[config.mk]
export PLATFORM = sky130hd
export DESIGN_NAME = bbw_mul
export DESIGN_NICKNAME = d
export VERILOG_FILES = /design/src/rtl/core/bbw_mul.sv
export SDC_FILE = /design/constraint.sdc
export NUM_CORES = 2
export LEC_CHECK = 0
export BUFFER_PORTS_ARGS = -buffer_cell sky130_fd_sc_hd__buf_2
export CAP_MARGIN = 0
export CORE_ASPECT_RATIO = 1.75
export CORE_MARGIN = 2
export CORE_UTILIZATION = 55
export CTS_BUF_LIST = sky130_fd_sc_hd__clkbuf_16
export DETAILED_ROUTE_END_ITERATION = 7
export MAX_ROUTING_LAYER = met4
export PLACE_DENSITY = 0.81
export REMOVE_ABC_BUFFERS = 1
export SETUP_SLACK_MARGIN = 0.5
export SKIP_CTS_REPAIR_TIMING = 1
export SLEW_MARGIN = 25
export SYNTH_ARGS = -nofsm -noshare
export SYNTH_HDL_FRONTEND = slang
export SYNTH_SLANG_ARGS = --single-unit
[constraint.sdc]
create_clock -name clk_i -period 22.4 [get_ports clk_i]
set_clock_uncertainty 0.2 [all_clocks]
set_input_delay 4.48 -clock clk_i [delete_from_list [all_inputs] [get_ports clk_i]]
set_output_delay 4.48 -clock clk_i [all_outputs]
set_load 0.02 [all_outputs]
[src/rtl/core/bbw_mul.sv]
// Shared 32x32 unsigned multiplier with registered product.
// No dependencies.
`timescale 1ns / 1ps

module bbw_mul (
  input  logic        clk_i,
  input  logic [31:0] a_i,
  input  logic [31:0] b_i,
  output logic [63:0] p_o
);

  logic [63:0] p_q;

  always_ff @(posedge clk_i) begin
    p_q <= 64'(a_i) * 64'(b_i);
  end

  assign p_o = p_q;

endmodule

==> out/results.tsv <==
metric	value	unit
antenna viol nets, final	0	
Mapped Area	0.0347	sq mm
IO Pins	129	
Initial Util	55.7	%
Final setup viols	0	
Final Wtd Congestion	0.967	
maximum fanout along the worst path	32	
final total negative setup slack	0	ps
Critical Path Sink Type	register	
total CTS buffers	9	
Core Area	0.0622	sq mm
Hold EP	p_o[0]$_DFF_P_	
multi-input logic area	0.0293	sq mm
outcome	finished, violations left	
Routed WL	97600	um
first-pass detailed-route iteration total	8	
TritonCTS clock tree	built	
ys flop type	dfxtp_1	
min-delay src	a_i[0]	
sequential cell area fraction in the yosys report	3.69	%
WHS Path Cells	3	
CP startpoint kind	primary input	
layout cell share with drive strength beyond 1	4.69	%
port buffer count	128	
Final nets	4904	
Detailed Place HPWL	77600	um
clk sinks	64	
Async SR Flop Fraction	0	%
die width	194	um
global-route wire length before repair	156000	um
Tcrit/Tclk final	55.0	%
largest net degree at the start of global routing	33	
Gate Count Post-Synth	3748	
worst path arrival time	12410	ps
row cnt	121	
slew at the pin closest to its max-slew limit	903	ps
Largest register FFs	64	
CTS Root Buffer Type	clkbuf_16	
worst setup margin	10080	ps
detailed-route DRC error count	1	
Distinct cells, synth	57	
Final min period	12320	ps
Yosys Warn Count	0	
drt via density	5.81	
fillers	5231	
relative slew slack	39.4	%
syn avg cell area	9.25	sq um
critical path data required time	22490	ps
synthesis-to-layout area growth	3.61	%
violated checks	design-rule violations	
#FFs+latches synth	64	
vias in the first global route	30200	
Post-synth EDFFs	0	
crit path kind	primary input to register	
count of final hold-check violations	0	
RSZ-0062 raised after global routing	no	
Sequential cell area	0.00128	sq mm
CTS HTree Levels	3	
initial antenna violation count	1	
Die Height	336	um
Place WS	9920	ps
Longest Clk Path Bufs	2	
Max Fclk	81.2	MHz
Tot GR Track Use	32.4	%
MaxCap Viol Count	0	
DRT iter0 DRCs	1474	
Hold WC Path Type	primary input to register	
global route overflow	0	
Wirelength per Cell	21.8	um
max-slew violations	0	
Worst-path clk slew	60	ps
Vias	26100	
Die Area	0.0651	sq mm
[worst max-delay path by stage]
stage            start              end  slack [ps]
3_5_place_dp   b_i[23]  p_o[62]$_DFF_P_        9920
2_1_floorplan  a_i[26]  p_o[62]$_DFF_P_       11250
5_1_grt         a_i[6]  p_o[62]$_DFF_P_        9770
4_1_cts        b_i[23]  p_o[62]$_DFF_P_       10250
3_3_place_gp   b_i[23]  p_o[62]$_DFF_P_       10090
6_report        a_i[7]  p_o[62]$_DFF_P_       10080
[cells in the mapped netlist (all sizes together), types with 2 or more instances]
cell / instances / area share, %
a21oi: 66 / 0.99
fa: 896 / 52
a21o: 40 / 0.87
ha: 263 / 9.5
o221ai: 3 / 0.076
and4: 3 / 0.076
o211ai: 2 / 0.043
nand3: 10 / 0.14
or4: 3 / 0.065
nand2: 480 / 5.2
a21boi: 3 / 0.065
nor3: 7 / 0.10
and3: 14 / 0.25
xor2: 25 / 0.63
a31oi: 12 / 0.22
xnor2: 35 / 0.88
and2: 602 / 11
o31ai: 5 / 0.23
nor2: 20 / 0.22
a221o: 4 / 0.12
a221oi: 4 / 0.25
a211oi: 3 / 0.065
inv: 865 / 9.4
o221a: 2 / 0.065
buf: 7 / 0.097
or3: 3 / 0.054
o21ai: 26 / 0.38
nand4: 23 / 0.41
or2: 3 / 0.054
a311oi: 2 / 0.051
dfxtp: 64 / 3.7
and3b: 2 / 0.051
clkbuf: 213 / 2.3
o21a: 9 / 0.19
nor2b: 2 / 0.036
nand2b: 2 / 0.036
o21bai: 11 / 0.25
[per-stage QoR]
step	std cells	area, sq um	hold slack, ps	utilization, %
6_report	4485	35900	4520	57.7
5_1_grt	4485	35900	4520	57.7
4_1_cts	4484	35900	4500	57.7
3_5_place_dp	4468	35600	4690	57.2
3_3_place_gp	4468	35600	4700	57.2
2_1_floorplan	3528	33800	4400	-
[layout make-up]
type / count / area share (%)
Antenna cell: 1 / 0.00697
Tap cell: 799 / 2.78
Inverter: 865 / 9.04
Sequential cell: 64 / 3.57
Clock buffer: 9 / 0.627
Timing Repair Buffer: 141 / 2.05
Clock inverter: 7 / 0.331
Multi-Input combinational cell: 2599 / 81.6
[metal layers]
layer / vias to the layer above / wire length, um / track usage, %
met2: 1443 / 50500 / 56.1
met1: 13300 / 28000 / 29.7
li1: 10700 / - / -
met4: 0 / 12100 / 31.7
met3: 624 / 7020 / 5.55
met5: - / 0 / -
[placed cells by master, fill, tap and decap left out, types with 25 or more instances in the layout]
| master | Yosys | final |
|---|---|---|
| and2_1 | 602 | 602 |
| xnor2_1 | 35 | 35 |
| xor2_1 | 25 | 25 |
| dfxtp_1 | 64 | 64 |
| a21o_1 | 40 | 40 |
| inv_1 | 865 | 865 |
| a21oi_1 | 63 | 63 |
| nand2_1 | 480 | 480 |
| fa_1 | 896 | 896 |
| ha_1 | 263 | 263 |
| buf_2 | 6 | 128 |
[worst max-delay path, cell delays in order]
cell	delay (ps)
buf_2	630
nand2_1	200
fa_1	620
inv_1	70
fa_1	500
inv_1	50
fa_1	530
inv_1	50
fa_1	450
fa_1	600
fa_1	510
fa_1	540
fa_1	410
ha_1	510
nand4_1	250
or4_1	470
or3_1	350
a31oi_1	430
a31o_2	270
a211oi_1	100
o21ai_1	180
xor2_1	160
[cell families (layout without fill, tap and decap cells)]
group | Yosys count | count (layout) | synth area share, %
AOI/OAI and AO/OA | 202 | 202 | 4.15
DFF | 64 | 64 | 3.69
and+or+nand+nor | 1177 | 1177 | 17.6
muxes | 1 | 1 | 0.0289
adders and majority gates | 1159 | 1159 | 61.2
xor gates and xnor gates | 60 | 60 | 1.52
buffers and inverters | 1085 | 1022 | 11.8
other | 0 | 1 | 0
Power is left out: the tool's default activity adds up to more than one toggle a clock period on the data nets, which glitch-free logic cannot reach.
