==> src/rtl/core/bbw_pkg.sv <==
// Shared types and constants for the box boundary wrap block.
// No dependencies; used by box_boundary_wrap_top and bbw_div.
`timescale 1ns / 1ps

package bbw_pkg;

  localparam int WORD_BITS = 32;
  localparam int FRAC_BITS = 16;
  localparam int LEN_W     = 31;
  localparam int IDX_W     = 3;
  localparam int K_W       = 47;  // 1.5*omega*box_x in Q16.16
  localparam int A_W       = 63;  // shear phase
  localparam int PROD_W    = 79;  // 47 x 32 product
  localparam int DV_W      = 41;  // velocity step, capped at 2^40

  typedef enum logic [1:0] {
    MODE_NONE     = 2'd0,
    MODE_OPEN     = 2'd1,
    MODE_SHEAR    = 2'd2,
    MODE_PERIODIC = 2'd3
  } mode_e;

  localparam logic [IDX_W-1:0] CFG_MODE  = 3'd0;
  localparam logic [IDX_W-1:0] CFG_BOX_X = 3'd1;
  localparam logic [IDX_W-1:0] CFG_BOX_Y = 3'd2;
  localparam logic [IDX_W-1:0] CFG_BOX_Z = 3'd3;
  localparam logic [IDX_W-1:0] CFG_OMEGA = 3'd4;

  localparam logic [LEN_W-1:0] BOX_RESET = 31'd65536;

  typedef struct packed {
    logic signed [WORD_BITS-1:0] pos_x;
    logic signed [WORD_BITS-1:0] pos_y;
    logic signed [WORD_BITS-1:0] pos_z;
    logic signed [WORD_BITS-1:0] vel_y;
    logic [WORD_BITS-1:0]        sim_time;
    logic                        last_in;
  } item_t;

  typedef struct packed {
    logic signed [WORD_BITS-1:0] new_x;
    logic signed [WORD_BITS-1:0] new_y;
    logic signed [WORD_BITS-1:0] new_z;
    logic signed [WORD_BITS-1:0] new_vy;
    logic                        remove_flag;
    logic                        last_out;
  } res_t;

  // divider request: start pulse and 64-bit dividend select
  typedef struct packed {
    logic start;
    logic wide;
  } div_req_t;

endpackage

==> src/rtl/core/bbw_div.sv <==
// Bit-serial restoring divider, 32 or 64 dividend bits by a 31-bit divisor.
// Depends on bbw_pkg (div_req_t, LEN_W).
`timescale 1ns / 1ps

module bbw_div (
  input  logic                      clk_i,
  input  logic                      rst_ni,
  input  bbw_pkg::div_req_t         req_i,
  input  logic [63:0]               dividend_i,
  input  logic [bbw_pkg::LEN_W-1:0] divisor_i,
  output logic                      done_o,
  output logic [31:0]               quot_o,
  output logic [bbw_pkg::LEN_W-1:0] rem_o
);

  logic                      busy_q;
  logic                      done_q;
  logic [5:0]                cnt_q;
  logic [63:0]               dvd_q;
  logic [bbw_pkg::LEN_W-1:0] rem_q;
  logic [bbw_pkg::LEN_W-1:0] dsr_q;
  logic [31:0]               sh;
  logic                      ge;
  logic [31:0]               diff;

  assign sh   = {rem_q, dvd_q[63]};
  assign ge   = sh >= {1'b0, dsr_q};
  assign diff = sh - {1'b0, dsr_q};

  always_ff @(posedge clk_i or negedge rst_ni) begin
    if (!rst_ni) begin
      busy_q <= 1'b0;
      done_q <= 1'b0;
      cnt_q  <= '0;
    end else begin
      done_q <= 1'b0;
      if (req_i.start) begin
        busy_q <= 1'b1;
        cnt_q  <= req_i.wide ? 6'd63 : 6'd31;
      end else if (busy_q) begin
        cnt_q <= cnt_q - 6'd1;
        if (cnt_q == 6'd0) begin
          busy_q <= 1'b0;
          done_q <= 1'b1;
        end
      end
    end
  end

  always_ff @(posedge clk_i) begin
    if (req_i.start) begin
      dvd_q <= req_i.wide ? dividend_i : {dividend_i[31:0], 32'd0};
      rem_q <= '0;
      dsr_q <= divisor_i;
    end else if (busy_q) begin
      dvd_q <= {dvd_q[62:0], ge};
      rem_q <= ge ? diff[bbw_pkg::LEN_W-1:0] : sh[bbw_pkg::LEN_W-1:0];
    end
  end

  assign done_o = done_q;
  assign quot_o = dvd_q[31:0];
  assign rem_o  = rem_q;

endmodule

==> config.mk <==
export PLATFORM = sky130hd
export DESIGN_NAME = bbw_div
export DESIGN_NICKNAME = d
export VERILOG_FILES = /design/src/rtl/core/bbw_pkg.sv /design/src/rtl/core/bbw_div.sv
export SDC_FILE = /design/constraint.sdc
export NUM_CORES = 1
export LEC_CHECK = 0
export ABC_AREA = 1
export BUFFER_PORTS_ARGS = -buffer_cell sky130_fd_sc_hd__buf_2
export CORE_MARGIN = 2
export CORE_UTILIZATION = 57
export CTS_CLUSTER_DIAMETER = 40
export DETAILED_ROUTE_END_ITERATION = 8
export PLACE_DENSITY_LB_ADDON = 0.15
export SLEW_MARGIN = 10
export SYNTH_ARGS = -nofsm -noshare
export SYNTH_HDL_FRONTEND = slang
export SYNTH_SLANG_ARGS = --single-unit
==> constraint.sdc <==
create_clock -name clk_i -period 3.4 [get_ports clk_i]
set_input_delay 0.68 -clock clk_i [delete_from_list [all_inputs] [get_ports clk_i]]
set_output_delay 0.68 -clock clk_i [all_outputs]
set_load 0.1 [all_outputs]
==> results.yml <==
cts:
  cts_tree: "done"
  clock_sinks: 134
  clockRootBuffer: "clkbuf_16"
  clkTransAtPathRegs_ps: 60
  cts_setup_buffers: 0
  cts_buffers: 17
  cts_resized: 0
  cts_buffer_depth: 2
  cts_hold_buf: 0
  h-tree-depth: 4
  clkLatencyLatePin_ps: 430
placed_design:
  hpwl_um: 15600
  pre_cts_slack_ps: 782
  portBuffers: 162
  routabilityCongestion: 0.938
  dp_cells: 1477
  placed_area_um2: 9390
global_routing:
  grt_pass1_wl_um: 34800
  grt_max_degree: 62
  use_met2_pct: 45.8
  gr-usage-met3_pct: 7.83
  grt_overflow_total: 0
  grt_pass1_vias: 7439
  gr-max-usage-layer: "met2"
  antenna_found_initial: 2
  grt_usage_pct: 27.0
  use_met1_pct: 33.1
worst_setup_path:
  crit_type: "reg -> reg"
  cp_data_required_time_ps: 3700
  crit_arrival_ps: 2980
  worstSetupStartpointType: "register"
  endpoint_kind: "register"
  crit_fanout: 33
floorplan:
  coreArea_um2: 15000
  die_w_um: 127
  fp.dieH_um: 127
  io_pins: 163
  start_util_pct: 57.7
  core.rowCount: 45
  die_area_um2: 16200
sta:
  fmax_mhz: 372
  whs_ps: 86.7
  skew_ps: 10.3
  timing_hold_violations_final: 0
  setup_ws_ps: 714
  setup_viol: 0
  tns_ps: 0
  min_period_ps: 2690
  worst_slew_pin_slew_ps: 520
  period_share_pct: 79.0
  maxSlewViolCount: 0
  rsz0062_at_grt: "false"
  slew_headroom_pct: 65.6
yosys:
  syn_area_um2: 8680
  avgSynthCellArea_um2: 7.32
  syn_inst: 1186
  synth_nets: 1319
  synth-async-reset-ratio_pct: 5.97
  synth_warnings: 0
  synth_cell_types: 38
  ys_seq_elements: 134
  seq_area_frac_synth_pct: 42.3
  synth_edf_count: 95
  synthFlopType: "edfxtp_1"
cells_and_area:
  layoutNonFillerInstCount: 1510
  syn_to_final_growth_pct: 14.5
  final_cell_mix: "nand2_1 (350), inv_1 (205), buf_2 (161), nor2_1 (102), edfxtp_1 (95)"
  layout_commonest_cell: "nand2_1"
  drive_above_1_share_pct: 17.3
  layout.nets: 1441
  fin_util_pct: 66.1
  final_cell_area_um2: 9930
pwr:
  internal_power_mw: 4.29
  ir_drop_mv: 0.464
  p_switching_mw: 4.40
  p_comb_share_pct: 54.2
  swShare_pct: 50.7
  clkPwrFrac_pct: 19.8
  powerDensity_nw_per_um2: 875
  total_power_mw: 8.69
  p_seq_share_pct: 26.0
  power.leakage_nw: 5.27
job:
  drv_cap: 0
routing:
  drc: 0
  drt_iter0_markers: 551
  wl_per_cell_um: 14.1
  firstDrtPassIters: 5
  ant_nets: 0
  routed_wl_um: 21300
  via_count: 7743
  vias_per_cell: 5.13
worst_hold_path:
  hp-class: "in -> async"
outcome:
  status: "finished clean"
state kept, by name (all words and copies together), names as in the netlist:
| register | count |
|---|---|
| rem_o | 31 |
| cnt_q | 6 |
| dvd_q | 64 |
| busy_q | 1 |
| dsr_q | 31 |
| done_o | 1 |
per-layer routing:
metal,routed length (um),vias up
met5,0,-
met1,9050,3524
li1,-,3950
met4,537,0
met3,1320,48
met2,10300,221
final cells by class:
cell class              instances  area (um2)
fillers                      1356        5100
multi-input cells             769        3780
flip-flops and latches        134        3670
repair buffers                171         893
inverters                     215         807
clock buffers                  20         437
well taps                     188         235
clock inverters                12         105
diodes                          1        2.50
cell usage after synthesis (5+ instances only):
library cell	count	area share, %
nand2_1	350	15
inv_1	206	8.9
edfxtp_1	95	33
clkbuf_1	26	1.1
ha_1	33	4.8
nor3_1	6	0.35
nand4_1	9	0.65
and2_1	5	0.36
o21ai_1	11	0.63
nand3b_1	17	1.5
dfrtp_1	8	2.3
clkinv_1	6	0.26
xnor2_1	12	1.2
nand3_1	71	4.1
dfxtp_1	31	7.2
nor2_1	103	4.5
a21oi_1	46	2.7
nand2_2	7	0.50
o21ai_0	69	4.0
buf_4	34	2.9
worst paths after layout:
kind	from	to	slack, ps	cells past startpoint
max in group asynchronous	rst_ni	cnt_q[2]	3140	1
min in group clk_i	divisor_i[0]	dsr_q[0]	420	1
min	rst_ni	cnt_q[3]	90	1
max	dsr_q[0]	rem_o[8]	710	14
min reg2reg	rem_o[20]	rem_o[20]	490	2
max reg2reg	dsr_q[0]	rem_o[8]	710	14
cell families after synthesis:
family | Yosys count | synth area share, %
AND/OR/NAND/NOR | 587 | 29.1
buffers and inverters | 283 | 14.1
flip-flops | 134 | 42.3
AO/OA/AOI/OAI | 132 | 7.83
adder cells (fa/ha/maj) | 34 | 4.99
XOR/XNOR | 16 | 1.61
power groups by stage:
stage | clock network [mW] | logic (mW) | registers [mW]
detailed placement | 0 | 4.67 | 2.29
CTS | 1.73 | 4.69 | 2.26
floorplan | 0 | 2.76 | 3.41
finish | 1.72 | 4.71 | 2.26
global route | 1.80 | 5.15 | 2.29
global placement | 0 | 4.62 | 2.29
worst max-delay path, stage by stage, from the launching register on:
cell	delay [ps]
edfxtp_1	370
ha_1	210
fa_1	400
inv_1	110
nand2_1	60
nand2_1	90
nand3_1	90
nand2_2	120
nand2_2	70
nand3_2	80
nand2_4	230
nand2_4	400
nand2_1	110
nand3_1	90
o21ai_1	70
No activity file was read; power rests on OpenSTA's default activity.
